==> config.mk <==
export PLATFORM = sky130hd
export DESIGN_NAME = aes_front
export DESIGN_NICKNAME = d
export VERILOG_FILES = /design/src/design/aes128_block_cipher_ecb_cbc_core_assert.svh /design/src/design/aes_pkg.sv /design/src/design/aes_front.sv
export SDC_FILE = /design/constraint.sdc
export NUM_CORES = 1
export LEC_CHECK = 0
export ABC_AREA = 0
export BUFFER_PORTS_ARGS = -buffer_cell sky130_fd_sc_hd__buf_2
export CORE_ASPECT_RATIO = 0.7
export CORE_MARGIN = 2
export CORE_UTILIZATION = 45
export DETAILED_ROUTE_END_ITERATION = 16
export GPL_ROUTABILITY_DRIVEN = 0
export HOLD_SLACK_MARGIN = 0.06
export PLACE_DENSITY_LB_ADDON = 0.12
export SLEW_MARGIN = 10
export SYNTH_ARGS = -nofsm -noshare
export SYNTH_HDL_FRONTEND = slang
export SYNTH_SLANG_ARGS = --single-unit
==> constraint.sdc <==
create_clock -name clk -period 8.84 [get_ports clk]
set_input_delay 0.884 -clock clk [delete_from_list [all_inputs] [get_ports clk]]
set_output_delay 0.884 -clock clk [all_outputs]
set_load 0.05 [all_outputs]
==> src/design/aes128_block_cipher_ecb_cbc_core_assert.svh <==
// Assertion macros included by aes_back.
`ifndef AES128_BLOCK_CIPHER_ECB_CBC_CORE_ASSERT_SVH
`define AES128_BLOCK_CIPHER_ECB_CBC_CORE_ASSERT_SVH
`define AES_ASSERT_IMPL(lbl, a, c) \
  lbl: assert property (@(posedge clk) disable iff (!rst_n) (a) |-> (c)) \
    else $error("assertion failed");
`define AES_ASSERT_NEXT(lbl, a, c) \
  lbl: assert property (@(posedge clk) disable iff (!rst_n) (a) |=> (c)) \
    else $error("assertion failed");
`endif

==> src/design/aes_pkg.sv <==
`default_nettype none
package aes_pkg;
  localparam int unsigned BlockW = 128;
  localparam int unsigned QueueDepth = 2;
  localparam int unsigned NumRounds = 10;

  typedef enum logic [2:0] {
    CFG_KEY_HIGH = 3'd0,
    CFG_KEY_LOW = 3'd1,
    CFG_IV_HIGH = 3'd2,
    CFG_IV_LOW = 3'd3,
    CFG_CHAIN_MODE = 3'd4,
    CFG_DECRYPT_DIR = 3'd5
  } cfg_idx_t;

  typedef struct packed {
    logic [BlockW-1:0] blk;
    logic first;
  } job_t;

  function automatic logic [7:0] sbox(input logic [7:0] a);
    logic [7:0] t [256];
    t = '{
      8'h63,8'h7c,8'h77,8'h7b,8'hf2,8'h6b,8'h6f,8'hc5,8'h30,8'h01,8'h67,8'h2b,8'hfe,8'hd7,8'hab,8'h76,
      8'hca,8'h82,8'hc9,8'h7d,8'hfa,8'h59,8'h47,8'hf0,8'had,8'hd4,8'ha2,8'haf,8'h9c,8'ha4,8'h72,8'hc0,
      8'hb7,8'hfd,8'h93,8'h26,8'h36,8'h3f,8'hf7,8'hcc,8'h34,8'ha5,8'he5,8'hf1,8'h71,8'hd8,8'h31,8'h15,
      8'h04,8'hc7,8'h23,8'hc3,8'h18,8'h96,8'h05,8'h9a,8'h07,8'h12,8'h80,8'he2,8'heb,8'h27,8'hb2,8'h75,
      8'h09,8'h83,8'h2c,8'h1a,8'h1b,8'h6e,8'h5a,8'ha0,8'h52,8'h3b,8'hd6,8'hb3,8'h29,8'he3,8'h2f,8'h84,
      8'h53,8'hd1,8'h00,8'hed,8'h20,8'hfc,8'hb1,8'h5b,8'h6a,8'hcb,8'hbe,8'h39,8'h4a,8'h4c,8'h58,8'hcf,
      8'hd0,8'hef,8'haa,8'hfb,8'h43,8'h4d,8'h33,8'h85,8'h45,8'hf9,8'h02,8'h7f,8'h50,8'h3c,8'h9f,8'ha8,
      8'h51,8'ha3,8'h40,8'h8f,8'h92,8'h9d,8'h38,8'hf5,8'hbc,8'hb6,8'hda,8'h21,8'h10,8'hff,8'hf3,8'hd2,
      8'hcd,8'h0c,8'h13,8'hec,8'h5f,8'h97,8'h44,8'h17,8'hc4,8'ha7,8'h7e,8'h3d,8'h64,8'h5d,8'h19,8'h73,
      8'h60,8'h81,8'h4f,8'hdc,8'h22,8'h2a,8'h90,8'h88,8'h46,8'hee,8'hb8,8'h14,8'hde,8'h5e,8'h0b,8'hdb,
      8'he0,8'h32,8'h3a,8'h0a,8'h49,8'h06,8'h24,8'h5c,8'hc2,8'hd3,8'hac,8'h62,8'h91,8'h95,8'he4,8'h79,
      8'he7,8'hc8,8'h37,8'h6d,8'h8d,8'hd5,8'h4e,8'ha9,8'h6c,8'h56,8'hf4,8'hea,8'h65,8'h7a,8'hae,8'h08,
      8'hba,8'h78,8'h25,8'h2e,8'h1c,8'ha6,8'hb4,8'hc6,8'he8,8'hdd,8'h74,8'h1f,8'h4b,8'hbd,8'h8b,8'h8a,
      8'h70,8'h3e,8'hb5,8'h66,8'h48,8'h03,8'hf6,8'h0e,8'h61,8'h35,8'h57,8'hb9,8'h86,8'hc1,8'h1d,8'h9e,
      8'he1,8'hf8,8'h98,8'h11,8'h69,8'hd9,8'h8e,8'h94,8'h9b,8'h1e,8'h87,8'he9,8'hce,8'h55,8'h28,8'hdf,
      8'h8c,8'ha1,8'h89,8'h0d,8'hbf,8'he6,8'h42,8'h68,8'h41,8'h99,8'h2d,8'h0f,8'hb0,8'h54,8'hbb,8'h16
    };
    return t[a];
  endfunction

  function automatic logic [7:0] inv_sbox(input logic [7:0] a);
    logic [7:0] t [256];
    t = '{
      8'h52,8'h09,8'h6a,8'hd5,8'h30,8'h36,8'ha5,8'h38,8'hbf,8'h40,8'ha3,8'h9e,8'h81,8'hf3,8'hd7,8'hfb,
      8'h7c,8'he3,8'h39,8'h82,8'h9b,8'h2f,8'hff,8'h87,8'h34,8'h8e,8'h43,8'h44,8'hc4,8'hde,8'he9,8'hcb,
      8'h54,8'h7b,8'h94,8'h32,8'ha6,8'hc2,8'h23,8'h3d,8'hee,8'h4c,8'h95,8'h0b,8'h42,8'hfa,8'hc3,8'h4e,
      8'h08,8'h2e,8'ha1,8'h66,8'h28,8'hd9,8'h24,8'hb2,8'h76,8'h5b,8'ha2,8'h49,8'h6d,8'h8b,8'hd1,8'h25,
      8'h72,8'hf8,8'hf6,8'h64,8'h86,8'h68,8'h98,8'h16,8'hd4,8'ha4,8'h5c,8'hcc,8'h5d,8'h65,8'hb6,8'h92,
      8'h6c,8'h70,8'h48,8'h50,8'hfd,8'hed,8'hb9,8'hda,8'h5e,8'h15,8'h46,8'h57,8'ha7,8'h8d,8'h9d,8'h84,
      8'h90,8'hd8,8'hab,8'h00,8'h8c,8'hbc,8'hd3,8'h0a,8'hf7,8'he4,8'h58,8'h05,8'hb8,8'hb3,8'h45,8'h06,
      8'hd0,8'h2c,8'h1e,8'h8f,8'hca,8'h3f,8'h0f,8'h02,8'hc1,8'haf,8'hbd,8'h03,8'h01,8'h13,8'h8a,8'h6b,
      8'h3a,8'h91,8'h11,8'h41,8'h4f,8'h67,8'hdc,8'hea,8'h97,8'hf2,8'hcf,8'hce,8'hf0,8'hb4,8'he6,8'h73,
      8'h96,8'hac,8'h74,8'h22,8'he7,8'had,8'h35,8'h85,8'he2,8'hf9,8'h37,8'he8,8'h1c,8'h75,8'hdf,8'h6e,
      8'h47,8'hf1,8'h1a,8'h71,8'h1d,8'h29,8'hc5,8'h89,8'h6f,8'hb7,8'h62,8'h0e,8'haa,8'h18,8'hbe,8'h1b,
      8'hfc,8'h56,8'h3e,8'h4b,8'hc6,8'hd2,8'h79,8'h20,8'h9a,8'hdb,8'hc0,8'hfe,8'h78,8'hcd,8'h5a,8'hf4,
      8'h1f,8'hdd,8'ha8,8'h33,8'h88,8'h07,8'hc7,8'h31,8'hb1,8'h12,8'h10,8'h59,8'h27,8'h80,8'hec,8'h5f,
      8'h60,8'h51,8'h7f,8'ha9,8'h19,8'hb5,8'h4a,8'h0d,8'h2d,8'he5,8'h7a,8'h9f,8'h93,8'hc9,8'h9c,8'hef,
      8'ha0,8'he0,8'h3b,8'h4d,8'hae,8'h2a,8'hf5,8'hb0,8'hc8,8'heb,8'hbb,8'h3c,8'h83,8'h53,8'h99,8'h61,
      8'h17,8'h2b,8'h04,8'h7e,8'hba,8'h77,8'hd6,8'h26,8'he1,8'h69,8'h14,8'h63,8'h55,8'h21,8'h0c,8'h7d
    };
    return t[a];
  endfunction

  function automatic logic [7:0] xt(input logic [7:0] a);
    return {a[6:0], 1'b0} ^ (a[7] ? 8'h1b : 8'h00);
  endfunction

  function automatic logic [7:0] byte_of(input logic [BlockW-1:0] s, input int n);
    return s[BlockW-1-8*n -: 8];
  endfunction

  function automatic logic [BlockW-1:0] enc_round(input logic [BlockW-1:0] s,
                                                  input logic last);
    logic [7:0] b [16];
    logic [7:0] a0, a1, a2, a3;
    logic [BlockW-1:0] o;
    for (int r = 0; r < 4; r++) begin
      for (int c = 0; c < 4; c++) begin
        b[r + 4 * c] = sbox(byte_of(s, r + 4 * ((c + r) % 4)));
      end
    end
    for (int c = 0; c < 4; c++) begin
      a0 = b[4 * c]; a1 = b[4 * c + 1]; a2 = b[4 * c + 2]; a3 = b[4 * c + 3];
      if (last) begin
        o[BlockW-1-32*c -: 32] = {a0, a1, a2, a3};
      end else begin
        o[BlockW-1-32*c -: 32] = {xt(a0) ^ xt(a1) ^ a1 ^ a2 ^ a3,
                                  a0 ^ xt(a1) ^ xt(a2) ^ a2 ^ a3,
                                  a0 ^ a1 ^ xt(a2) ^ xt(a3) ^ a3,
                                  xt(a0) ^ a0 ^ a1 ^ a2 ^ xt(a3)};
      end
    end
    return o;
  endfunction

  function automatic logic [7:0] gm(input logic [7:0] a, input logic [3:0] m);
    logic [7:0] a2, a4, a8;
    a2 = xt(a); a4 = xt(a2); a8 = xt(a4);
    return (m[0] ? a : 8'h00) ^ (m[1] ? a2 : 8'h00) ^ (m[2] ? a4 : 8'h00) ^
           (m[3] ? a8 : 8'h00);
  endfunction

  function automatic logic [BlockW-1:0] inv_mix(input logic [BlockW-1:0] s);
    logic [7:0] a0, a1, a2, a3;
    logic [BlockW-1:0] o;
    for (int c = 0; c < 4; c++) begin
      a0 = byte_of(s, 4 * c); a1 = byte_of(s, 4 * c + 1);
      a2 = byte_of(s, 4 * c + 2); a3 = byte_of(s, 4 * c + 3);
      o[BlockW-1-32*c -: 32] = {
        gm(a0, 4'he) ^ gm(a1, 4'hb) ^ gm(a2, 4'hd) ^ gm(a3, 4'h9),
        gm(a0, 4'h9) ^ gm(a1, 4'he) ^ gm(a2, 4'hb) ^ gm(a3, 4'hd),
        gm(a0, 4'hd) ^ gm(a1, 4'h9) ^ gm(a2, 4'he) ^ gm(a3, 4'hb),
        gm(a0, 4'hb) ^ gm(a1, 4'hd) ^ gm(a2, 4'h9) ^ gm(a3, 4'he)};
    end
    return o;
  endfunction

  function automatic logic [BlockW-1:0] inv_sub_shift(input logic [BlockW-1:0] s);
    logic [BlockW-1:0] o;
    for (int r = 0; r < 4; r++) begin
      for (int c = 0; c < 4; c++) begin
        o[BlockW-1-8*(r + 4 * ((c + r) % 4)) -: 8] = inv_sbox(byte_of(s, r + 4 * c));
      end
    end
    return o;
  endfunction
endpackage
`default_nettype wire

==> src/design/aes_front.sv <==
`default_nettype none
module aes_front import aes_pkg::*; #(
  parameter int unsigned DEPTH = QueueDepth
) (
  input wire logic clk,
  input wire logic rst_n,
  input wire logic in_valid,
  output logic in_ready,
  input wire job_t in_job,
  output logic q_valid,
  input wire logic q_take,
  output job_t q_job
);
  localparam int unsigned AW = (DEPTH > 1) ? $clog2(DEPTH) : 1;
  job_t q_r [DEPTH];
  logic [AW-1:0] wp_r, rp_r;
  logic [AW:0] cnt_r;
  logic push;

  assign in_ready = (cnt_r != (AW+1)'(DEPTH));
  assign push = in_valid && in_ready;
  assign q_valid = (cnt_r != '0);
  assign q_job = q_r[rp_r];

  always_ff @(posedge clk) begin
    if (push) begin
      q_r[wp_r] <= in_job;
    end
    if (!rst_n) begin
      wp_r <= '0;
      rp_r <= '0;
      cnt_r <= '0;
    end else begin
      if (push) begin
        wp_r <= (wp_r == AW'(DEPTH - 1)) ? '0 : wp_r + 1'b1;
      end
      if (q_take) begin
        rp_r <= (rp_r == AW'(DEPTH - 1)) ? '0 : rp_r + 1'b1;
      end
      cnt_r <= cnt_r + (AW+1)'(push) - (AW+1)'(q_take);
    end
  end
endmodule
`default_nettype wire

==> Yosys cells after proc, flatten, opt, wreduce, memory -nomap -nowiden <==
Memories as Yosys holds them, arrays and structs flattened. A register that Yosys moved wholly into a read port is not among the register bits.
Index checks and enable logic that the tools add are counted.
{ "op_classes": {"n_addsub": 4, "eq_ne": 1, "mux": 6, "n_reduce_logical": 2} }
{ "ops": {"columns": ["operator", "n"], "rows": [
  ["2-to-1 mux 1 bit", 6],
  ["adder 1 bit (second input constant)", 2],
  ["adder 2 x 1 -> 2 bit", 1],
  ["inequality test 2 bit (second input constant)", 1],
  ["nonzero test 2 bit", 1],
  ["subtractor 2 x 1 -> 2 bit", 1],
  ["logical AND 1 bit", 1]
]} }
{ "word_totals": {"register_bits": 4, "ram_bits": 258, "input_bits": 133, "out_inout_bits": 131, "n_memories": 1} }
{ "mem_list": {"columns": ["name", "words", "word_bits", "rd", "rd_clocked_by_memory_dff", "write_ports", "line_no", "source"], "rows": [
  ["q_r", 2, 129, 1, 1, 1, "aes_front.sv:15", "job_t q_r [DEPTH];"]
]} }

==> Logic depth before layout (Yosys ltp) <==
Gate-level depths: netlist of run 1.
{ "depth": {"word_depth": 4, "depth_mapped": 7, "depth_no_buf": 7} }

==> Least setup slack after synthesis of run 1 <==
No wires, ideal clock.
{ "synth_timing": {"path_type": "reg2reg", "from": "reg cnt_r[0]", "to": "mem q_r[0][0] (netlist name) (enable)", "arrival_time_ns": 3.527, "required_ns": 8.359, "setup_slack_ns": 4.831, "path_stages_with_launch": 4, "n_path_buf": 0, "synth_period_minus_slack_ns": 4.009, "path_cell_list": "dfxtp_1 > nand2b_1 > nand3b_1 > inv_1"} }
{ "synth_via": {"elab_chain_len": 4} }
{ "synth_lines": {"columns": ["element", "line_no", "source"], "rows": [
  ["start, declared", "aes_front.sv:17", "logic [AW:0] cnt_r;"],
  ["start signal, assigned", "aes_front.sv:40", "cnt_r <= cnt_r + (AW+1)'(push) - (AW+1)'(q_take);"],
  ["inequality test 2 bit", "aes_front.sv:20", "assign in_ready = (cnt_r != (AW+1)'(DEPTH));"],
  ["net in_ready", "aes_front.sv:8", "output logic in_ready,"],
  ["logical AND 1 bit", "aes_front.sv:21", "assign push = in_valid && in_ready;"],
  ["2-to-1 mux 1 bit", "aes_front.sv:26", "if (push) begin"],
  ["2-to-1 mux 1 bit (implied by the code)", "aes_front.sv:27", "q_r[wp_r] <= in_job;"],
  ["end, declared", "aes_front.sv:15", null]
]} }
The timed path passes the listed nets, and every way through them passes these cells.

==> flow_metrics.env, run 1 <==
export IMPL_holdBufCountCts=0
export IMPL_post_drt_wl_per_cell_microns=18.4
export IMPL_status="finished clean"
export IMPL_cts_resized=0
export IMPL_yosys_top_cells_count="edfxtp_1, mux2_2, buf_6"
export IMPL_finalPower_mw=3.17
export IMPL_yosys_top_cells_area="edfxtp_1, mux2_2, buf_6"
export IMPL_yosysWarningCount=0
export IMPL_area_growth_pct=24.4
export IMPL_fp_dieH_microns=126
export IMPL_synth_area_sq_um=9620
export IMPL_grt_ovfl_total=0
export IMPL_setup_viol=0
export IMPL_critPathKind="flop to output pin"
export IMPL_yosys_cell_types_count=23
export IMPL_synth_main_ff_cell="edfxtp_1"
export IMPL_rsz0062_at_grt="false"
export IMPL_yosysSeqAreaShare_pct=81.6
export IMPL_slew_headroom_pct=36.4
export IMPL_die_w_microns=179
export IMPL_vias=4921
export IMPL_first_iter_violations=323
export IMPL_ir_drop_mv=0.153
export IMPL_post_cts_setup_buffers=0
export IMPL_htree_levels=1
export IMPL_die_area_sq_um=22600
export IMPL_fin_crit_sh_pct=43.8
export IMPL_synth_nets=563
export IMPL_port_buffers=263
export IMPL_layout_min_cycle_time_ns=3.87
export IMPL_placed_area_sq_um=11200
export IMPL_power_density_nw_per_um2=265
export IMPL_row_count=44
export IMPL_post_route_util_pct=57.3
export IMPL_critPathRequiredTime_ns=7.96
export IMPL_clk_path_buf_depth=3
export IMPL_drt_total_wl_microns=18500
export IMPL_synth_seq_cells=263
export IMPL_cp_max_fo=66
export IMPL_hold_path_class="input pin to flop"
export IMPL_dr_pass1_iters=4
export IMPL_synth_top_area_share_pct=80.5
export IMPL_synthArstFlopShare_pct=0
export IMPL_insertion_delay_ns=0.51
export IMPL_cts_tree="built"
export IMPL_routed_via_density=4.91
export IMPL_critPathArrivalTime_ns=2.99
export IMPL_crit_path_end_kind="output pin"
export IMPL_slew_viol_final=0
export IMPL_antenna_left=0
export IMPL_synth_top_cell_by_area="edfxtp_1"
export IMPL_cts_buffers=26
export IMPL_grt_pass1_vias=4985
export IMPL_setup_tns_final_ns=0
export IMPL_place_inst=957
export IMPL_antenna_found_initial=5
export IMPL_drive_above_1_share_pct=59.6
export IMPL_netlist_instances=429
export IMPL_final_instance_count_excl_fill=1003
export IMPL_synth_edf_count=258
export IMPL_syn_area_per_cell_sq_um=22.4
export IMPL_max_cap_viol_count=0
export IMPL_power_leakage_nw=4.45
export IMPL_worst_pin_slew_ns=0.954
export IMPL_clock_skew_ns=0.0100
export IMPL_globalRouteTotalUtil_pct=15.9
export IMPL_path_clk_slew_ns=0.06
export IMPL_crit_path_start_kind="flop"
export IMPL_dpl_hpwl_microns=12100
export IMPL_cts_root_buf="clkbuf_16"
export IMPL_finalHoldViolCount=0
export IMPL_clock_fmax_mhz=258
export IMPL_ios=264
export IMPL_grt_max_degree=73
export IMPL_start_util_pct=46.1
export IMPL_fin_area_sq_um=12000
export IMPL_grt_pass1_wl_microns=27300
export IMPL_fin_nets=843
export IMPL_clock_sinks=263
export IMPL_drc=0
export IMPL_core_sq_um=20900
export IMPL_synth_most_common_cell="edfxtp_1"
## per-stage QoR
step | worst slack [ns] | hold slack (ns)
6_report | 4.97 | 0.559
4_1_cts | 4.90 | 0.529
2_1_floorplan | 4.83 | 0.528
3_5_place_dp | 5.46 | 0.572
3_3_place_gp | 5.48 | 0.571
5_1_grt | 4.78 | 0.531
## per-layer routing
layer / global-route usage [%] / share of wire (%) / vias up
li1: - / - / 2273
met1: 20.9 / 42 / 2396
met2: 25.9 / 47 / 214
met3: 5.37 / 9.7 / 34
met4: 3.83 / 1.8 / 4
met5: 0 / 0.076 / -
## area by class of cell
cell class,instances,area [sq um]
fill,1600,8900
clock buffer,35,706
sequential,263,7850
antenna,2,5.00
inverter,2,10.0
clock inverter,9,92.6
multi-input combinational,150,1620
timing repair buffer,266,1340
tap,276,345
## power by group
part / leakage (nW) / switching [mW] / total (mW) / internal [mW]
sequential: 2.45 / 0.0338 / 1.53 / 1.50
combinational: 1.61 / 0.442 / 0.600 / 0.159
clock: 0.387 / 0.424 / 1.04 / 0.614
## cell families after synthesis
kind of cell,Yosys count,synth area share (%)
buf+inv,16,1.65
flops,263,81.6
xor+xnor,2,0.182
compound gates,5,0.468
fa+ha+maj,1,0.130
mux,130,15.2
simple gates,12,0.781
## layout by cell type, fill, tap and decap left out, types with 2 or more instances in the layout
| master | instances |
|---|---|
| buf_2 | 263 |
| edfxtp_1 | 258 |
| mux2_2 | 129 |
| clkbuf_16 | 27 |
| clkbuf_1 | 8 |
| clkinv_1 | 5 |
| dfxtp_1 | 4 |
| and2_1 | 3 |
| buf_4 | 3 |
| diode_2 | 2 |
| nand2_1 | 2 |
| nand3b_1 | 2 |
| bufinv_16 | 2 |
## state kept, by name, indices dropped and copies added (netlist names), named ones only
signal  count
rp_r        1
cnt_r       2
wp_r        1
q_r       258
## worst paths after layout
kind,cells after the start,from,endpoint,slack (ns)
max,3,flop,q_job[121],4.97
min,1,in_job[39],q_r[1][39],0.56
max reg2reg,3,cnt_r[0],q_r[1][55],6.11
min reg2reg,2,rp_r,flop,0.58
## worst max-delay path, stage by stage, from the launching register on
cell	delay, ns
dfxtp_4	0.90
buf_4	0.80
mux2_2	0.44
buf_2	0.22
No activity file was read; power rests on OpenSTA's default activity.
==> inputs of run 2 (changes only) <==
clock period = 3.3 ns   (was 8.84 ns; I/O delays follow)
==> run 2 against run 1 <==
Net effect:
- hold slack worse by 0.43 ns
- largest cell class unchanged
- sequential power increased to 2.7 times the previous value
- critical path depth is the same
- final area rose by 11%
- clock power rose to 2.5 times the previous value
- core utilization is 6.3 points higher
- routed wire length increased by 8.3%
- non-clock buffer count is 131 higher
- global-route usage grew 1.3 points
- critical path type unchanged
==> flow_metrics.env, run 2 (synthesis gave the netlist of run 1 again) <==
export IMPL_status="finished clean"
export IMPL_placed_area_sq_um=11200
export IMPL_fp_dieH_microns=126
export IMPL_cts_root_buf="clkbuf_16"
export IMPL_reg_top3="q_r: 258 flops, cnt_r: 2 flops"
export IMPL_final_common_cell="buf_2"
export IMPL_largest_reg_flops=258
export IMPL_ios=264
export IMPL_rsz0062_at_grt="false"
export IMPL_globalRouteTotalUtil_pct=17.2
export IMPL_clock_skew_ns=0.0169
export IMPL_first_iter_violations=315
export IMPL_die_w_microns=179
export IMPL_critPathKind="flop to output pin"
export IMPL_path_buf_inv=2
export IMPL_cts_tree="built"
export IMPL_clock_sinks=263
export IMPL_finalPower_mw=8.48
export IMPL_clock_fmax_mhz=387
export IMPL_setup_slack_ns=0.717
export IMPL_path_clk_slew_ns=0.06
export IMPL_crit_path_end_kind="output pin"
export IMPL_fin_area_sq_um=13300
export IMPL_die_area_sq_um=22600
export IMPL_top_register="q_r"
export IMPL_worst_pin_slew_ns=0.832
export IMPL_path_cells="buf_12, mux2_2, buf_2"
export IMPL_start_util_pct=46.1
export IMPL_slowest_stage="dfxtp_4"
export IMPL_clk_path_buf_depth=3
export IMPL_finalHoldViolCount=0
export IMPL_cts_resized=0
export IMPL_routed_via_density=4.72
export IMPL_cts_buffers=26
export IMPL_antenna_left=0
export IMPL_layout_min_cycle_time_ns=2.58
export IMPL_insertion_delay_ns=0.52
export IMPL_fill_cells=1544
export IMPL_drt_total_wl_microns=20000
export IMPL_ir_drop_mv=0.401
export IMPL_post_drt_wl_per_cell_microns=17.7
export IMPL_fin_nets=974
export IMPL_power_density_nw_per_um2=639
export IMPL_cp_max_fo=45
export IMPL_dp_slack_ns=1.22
export IMPL_htree_levels=1
export IMPL_fin_crit_sh_pct=78.3
export IMPL_critPathRequiredTime_ns=2.97
export IMPL_core_sq_um=20900
export IMPL_slew_viol_final=0
export IMPL_port_buffers=263
export IMPL_power_leakage_nw=4.98
export IMPL_slew_headroom_pct=44.6
export IMPL_grt_ovfl_total=0
export IMPL_post_route_util_pct=63.6
export IMPL_antenna_found_initial=0
export IMPL_critPathArrivalTime_ns=2.25
export IMPL_max_cap_viol_count=0
export IMPL_hold_path_class="input pin to flop"
export IMPL_setup_tns_final_ns=0
export IMPL_drc=0
export IMPL_row_count=44
export IMPL_final_cell_mix="buf_2, edfxtp_1, mux2_2, dlygate4sd3_1, clkbuf_16"
export IMPL_vias=5349
export IMPL_slowest_delay_ns=0.76
export IMPL_holdWs_ns=0.130
export IMPL_grt_max_degree=130
export IMPL_dr_pass1_iters=4
export IMPL_final_instance_count_excl_fill=1134
export IMPL_setup_viol=0
export IMPL_cp_top_family="flip-flops"
export IMPL_dpl_hpwl_microns=12200
export IMPL_grt_pass1_wl_microns=30200
export IMPL_crit_path_start_kind="flop"
export IMPL_drive_above_1_share_pct=50.6
export IMPL_grt_pass1_vias=5853
export IMPL_place_inst=959
export IMPL_area_growth_pct=38.0
run 2: cell types whose count changed in the layout (fill, tap and decap cells not counted), sizes merged:
cell,previous run,this run
buf,266,268
bufinv,2,0
clkbuf,35,34
clkinv,6,10
clkinvlp,0,1
diode,2,1
dlygate4sd3,0,129
inv,3,2
run 2: final timing paths:
path | end | slack (ns) | from | cells past startpoint
min reg2reg | flop | 0.57 | rp_r | 2
max | q_job[8] | 0.72 | flop | 3
min | cnt_r[0] | 0.13 | rst_n | 2
max reg2reg | q_r[1][65] | 1.25 | cnt_r[0] | 3
run 2: timing repair:
item | CTS | global route
endpoints found under the hold margin | 258 | 0
hold buffers | 129 | 0
setup buffers | 0 | 0
run 2: layer usage:
layer / vias up / global-route usage (%) / share of wire (%)
met1: 2568 / 22.2 / 42
li1: 2536 / - / -
met2: 207 / 28.4 / 47
met4: 0 / 4.88 / 2.5
met5: - / 0 / 0
met3: 38 / 5.28 / 8.5
run 2: cell type report:
class / count / area, sq um / area share (%)
Sequential cell: 263 / 7850 / 59.1
Multi-Input combinational cell: 150 / 1620 / 12.2
Tap cell: 276 / 345 / 2.60
Antenna cell: 1 / 2.50 / 0.0189
Timing Repair Buffer: 397 / 2700 / 20.3
Inverter: 2 / 11.3 / 0.0848
Clock inverter: 11 / 48.8 / 0.368
Clock buffer: 34 / 702 / 5.29
run 2: power breakdown:
part	switching (mW)	total (mW)	internal [mW]	leakage (nW)
registers	0.0823	4.09	4.00	2.45
logic	1.23	1.77	0.542	2.17
clock network	1.14	2.62	1.48	0.366
total	2.45	8.48	6.03	4.98
==> inputs of run 3 (changes only) <==
clock period = 2.1 ns   (was 3.3 ns; I/O delays follow)
==> run 3 against run 2 <==
Net effect:
- flip-flop and latch count did not move
- global-route usage barely moved
- register-to-register slack lost 0.75 ns
- core utilization grew 0.77 points
- final area up 1.2%
- clock power increased by 69%
- power is 61% higher
- hold slack worse by 0.035 ns
- critical path type unchanged
==> flow_metrics.env, run 3 (synthesis gave the netlist of run 1 again) <==
export IMPL_clock_sinks=263
export IMPL_vias=5439
export IMPL_fp_dieH_microns=126
export IMPL_p_comb_share_pct=20.8
export IMPL_hold_path_class="input pin to flop"
export IMPL_die_w_microns=179
export IMPL_clock_fmax_mhz=492
export IMPL_slew_headroom_pct=62.6
export IMPL_power_density_nw_per_um2=1020
export IMPL_drc=0
export IMPL_final_common_cell="buf_2"
export IMPL_core_sq_um=20900
export IMPL_rsz0062_at_grt="true"
export IMPL_sw_frac_of_total_pct=28.7
export IMPL_drive_above_1_share_pct=51.8
export IMPL_row_count=44
export IMPL_critPathRequiredTime_ns=1.89
export IMPL_dr_pass1_iters=4
export IMPL_max_cap_viol_count=0
export IMPL_place_inst=962
export IMPL_antenna_left=0
export IMPL_fill_cells=1484
export IMPL_reg_top3="q_r: 258 flops, cnt_r: 2 flops"
export IMPL_post_route_util_pct=64.4
export IMPL_area_growth_pct=39.7
export IMPL_final_cell_mix="buf_2, edfxtp_1, dlygate4sd3_1"
export IMPL_globalRouteTotalUtil_pct=17.2
export IMPL_die_area_sq_um=22600
export IMPL_antenna_found_initial=0
export IMPL_power_leakage_nw=5.06
export IMPL_layout_min_cycle_time_ns=2.03
export IMPL_slew_viol_final=0
export IMPL_fin_area_sq_um=13400
export IMPL_setup_viol=0
export IMPL_port_buffers=263
export IMPL_cts_root_buf="clkbuf_16"
export IMPL_grt_ovfl_total=0
export IMPL_p_clk_share_pct=32.4
export IMPL_grt_pass1_wl_microns=30300
export IMPL_ios=264
export IMPL_clock_skew_ns=0.0106
export IMPL_grt_max_degree=91
export IMPL_post_drt_wl_per_cell_microns=17.4
export IMPL_ir_drop_mv=0.675
export IMPL_fin_crit_sh_pct=96.9
export IMPL_grt_pass1_vias=5890
export IMPL_worst_pin_slew_ns=0.561
export IMPL_crit_path_end_kind="output pin"
export IMPL_final_instance_count_excl_fill=1140
export IMPL_insertion_delay_ns=0.51
export IMPL_top_register="q_r"
export IMPL_pwr_share_seq_pct=46.8
export IMPL_power_switching_mw=3.92
export IMPL_drt_total_wl_microns=19800
export IMPL_finalHoldViolCount=0
export IMPL_setup_tns_final_ns=0
export IMPL_clk_path_buf_depth=3
export IMPL_path_clk_slew_ns=0.06
export IMPL_dpl_hpwl_microns=12200
export IMPL_largest_reg_flops=258
export IMPL_critPathArrivalTime_ns=1.82
export IMPL_first_iter_violations=265
export IMPL_status="finished clean"
export IMPL_htree_levels=1
export IMPL_routed_via_density=4.77
export IMPL_intPower_mw=9.75
export IMPL_placed_area_sq_um=11300
export IMPL_cts_buffers=26
export IMPL_fin_nets=980
export IMPL_cp_max_fo=41
export IMPL_cts_tree="built"
export IMPL_crit_path_start_kind="flop"
export IMPL_critPathKind="flop to output pin"
export IMPL_start_util_pct=46.1
==> run 3: cell count changes in the layout (fill, tap and decap cells not counted), moves of 3 or more <==
cell      change
clkinv_2      +3
clkinv_1      -3
clkbuf_1      -3
buf_4         +3
==> run 3: power by group through the flow <==
stage	clock [mW]	sequential [mW]	combinational, mW
floorplan	0	6.50	2.00
global placement	0	6.49	2.62
detailed placement	0	6.52	2.65
CTS	4.51	6.40	2.87
global route	4.71	6.44	3.00
finish	4.42	6.40	2.85
==> run 3: worst max-delay path, stage by stage, from the launching register on <==
cell     delay, ns
dfxtp_4       0.43
buf_16        0.23
mux2_2        0.39
buf_2         0.22
==> run 3: layout make-up <==
cell class                 count  area [sq um]  share of cell area [%]
clock inverter                14           119                   0.885
multi-input combinational    150          1620                    12.1
timing repair buffer         403          2790                    20.8
inverter                       2          11.3                  0.0838
clock buffer                  31           691                    5.14
sequential                   263          7850                    58.5
tap                          276           345                    2.57
antenna                        1          2.50                  0.0186
==> run 3: timing repair <==
item                                   4_1_cts  5_1_grt
resized for setup                            0        3
endpoints found under the hold margin      263        0
setup buffers                                2        0
hold buffers                               130        0
setup endpoints to repair                  114        6
==> run 3: per-layer routing <==
| layer | up-vias | GRT usage, % | share of wire (%) |
|---|---|---|---|
| met5 | - | 0 | 0 |
| met4 | 0 | 4.73 | 2.5 |
| met3 | 35 | 4.86 | 8.5 |
| met2 | 215 | 28.8 | 48 |
| met1 | 2637 | 22.2 | 41 |
| li1 | 2552 | - | - |
==> run 3: final timing paths <==
| check | startpoint | to | slack (ns) | cells past startpoint |
|---|---|---|---|---|
| setup reg to reg | cnt_r[0] | q_r[1][37] | 0.50 | 3 |
| hold / removal | q_take | flop | 0.09 | 3 |
| setup / recovery | flop | q_job[96] | 0.07 | 3 |
| hold reg to reg | rp_r | flop | 0.57 | 2 |
==> run 3: per-stage QoR <==
| stage | hold WS [ns] | setup WS, ns | total power, mW |
|---|---|---|---|
| 6_report | 0.0947 | 0.0656 | 13.7 |
| 5_1_grt | 0.106 | -0.00947 | 14.1 |
| 4_1_cts | 0.0720 | 0.0222 | 13.8 |
| 3_5_place_dp | 0.401 | 0.437 | 9.17 |
| 3_3_place_gp | 0.397 | 0.447 | 9.11 |
| 2_1_floorplan | 0.309 | -0.925 | 8.50 |
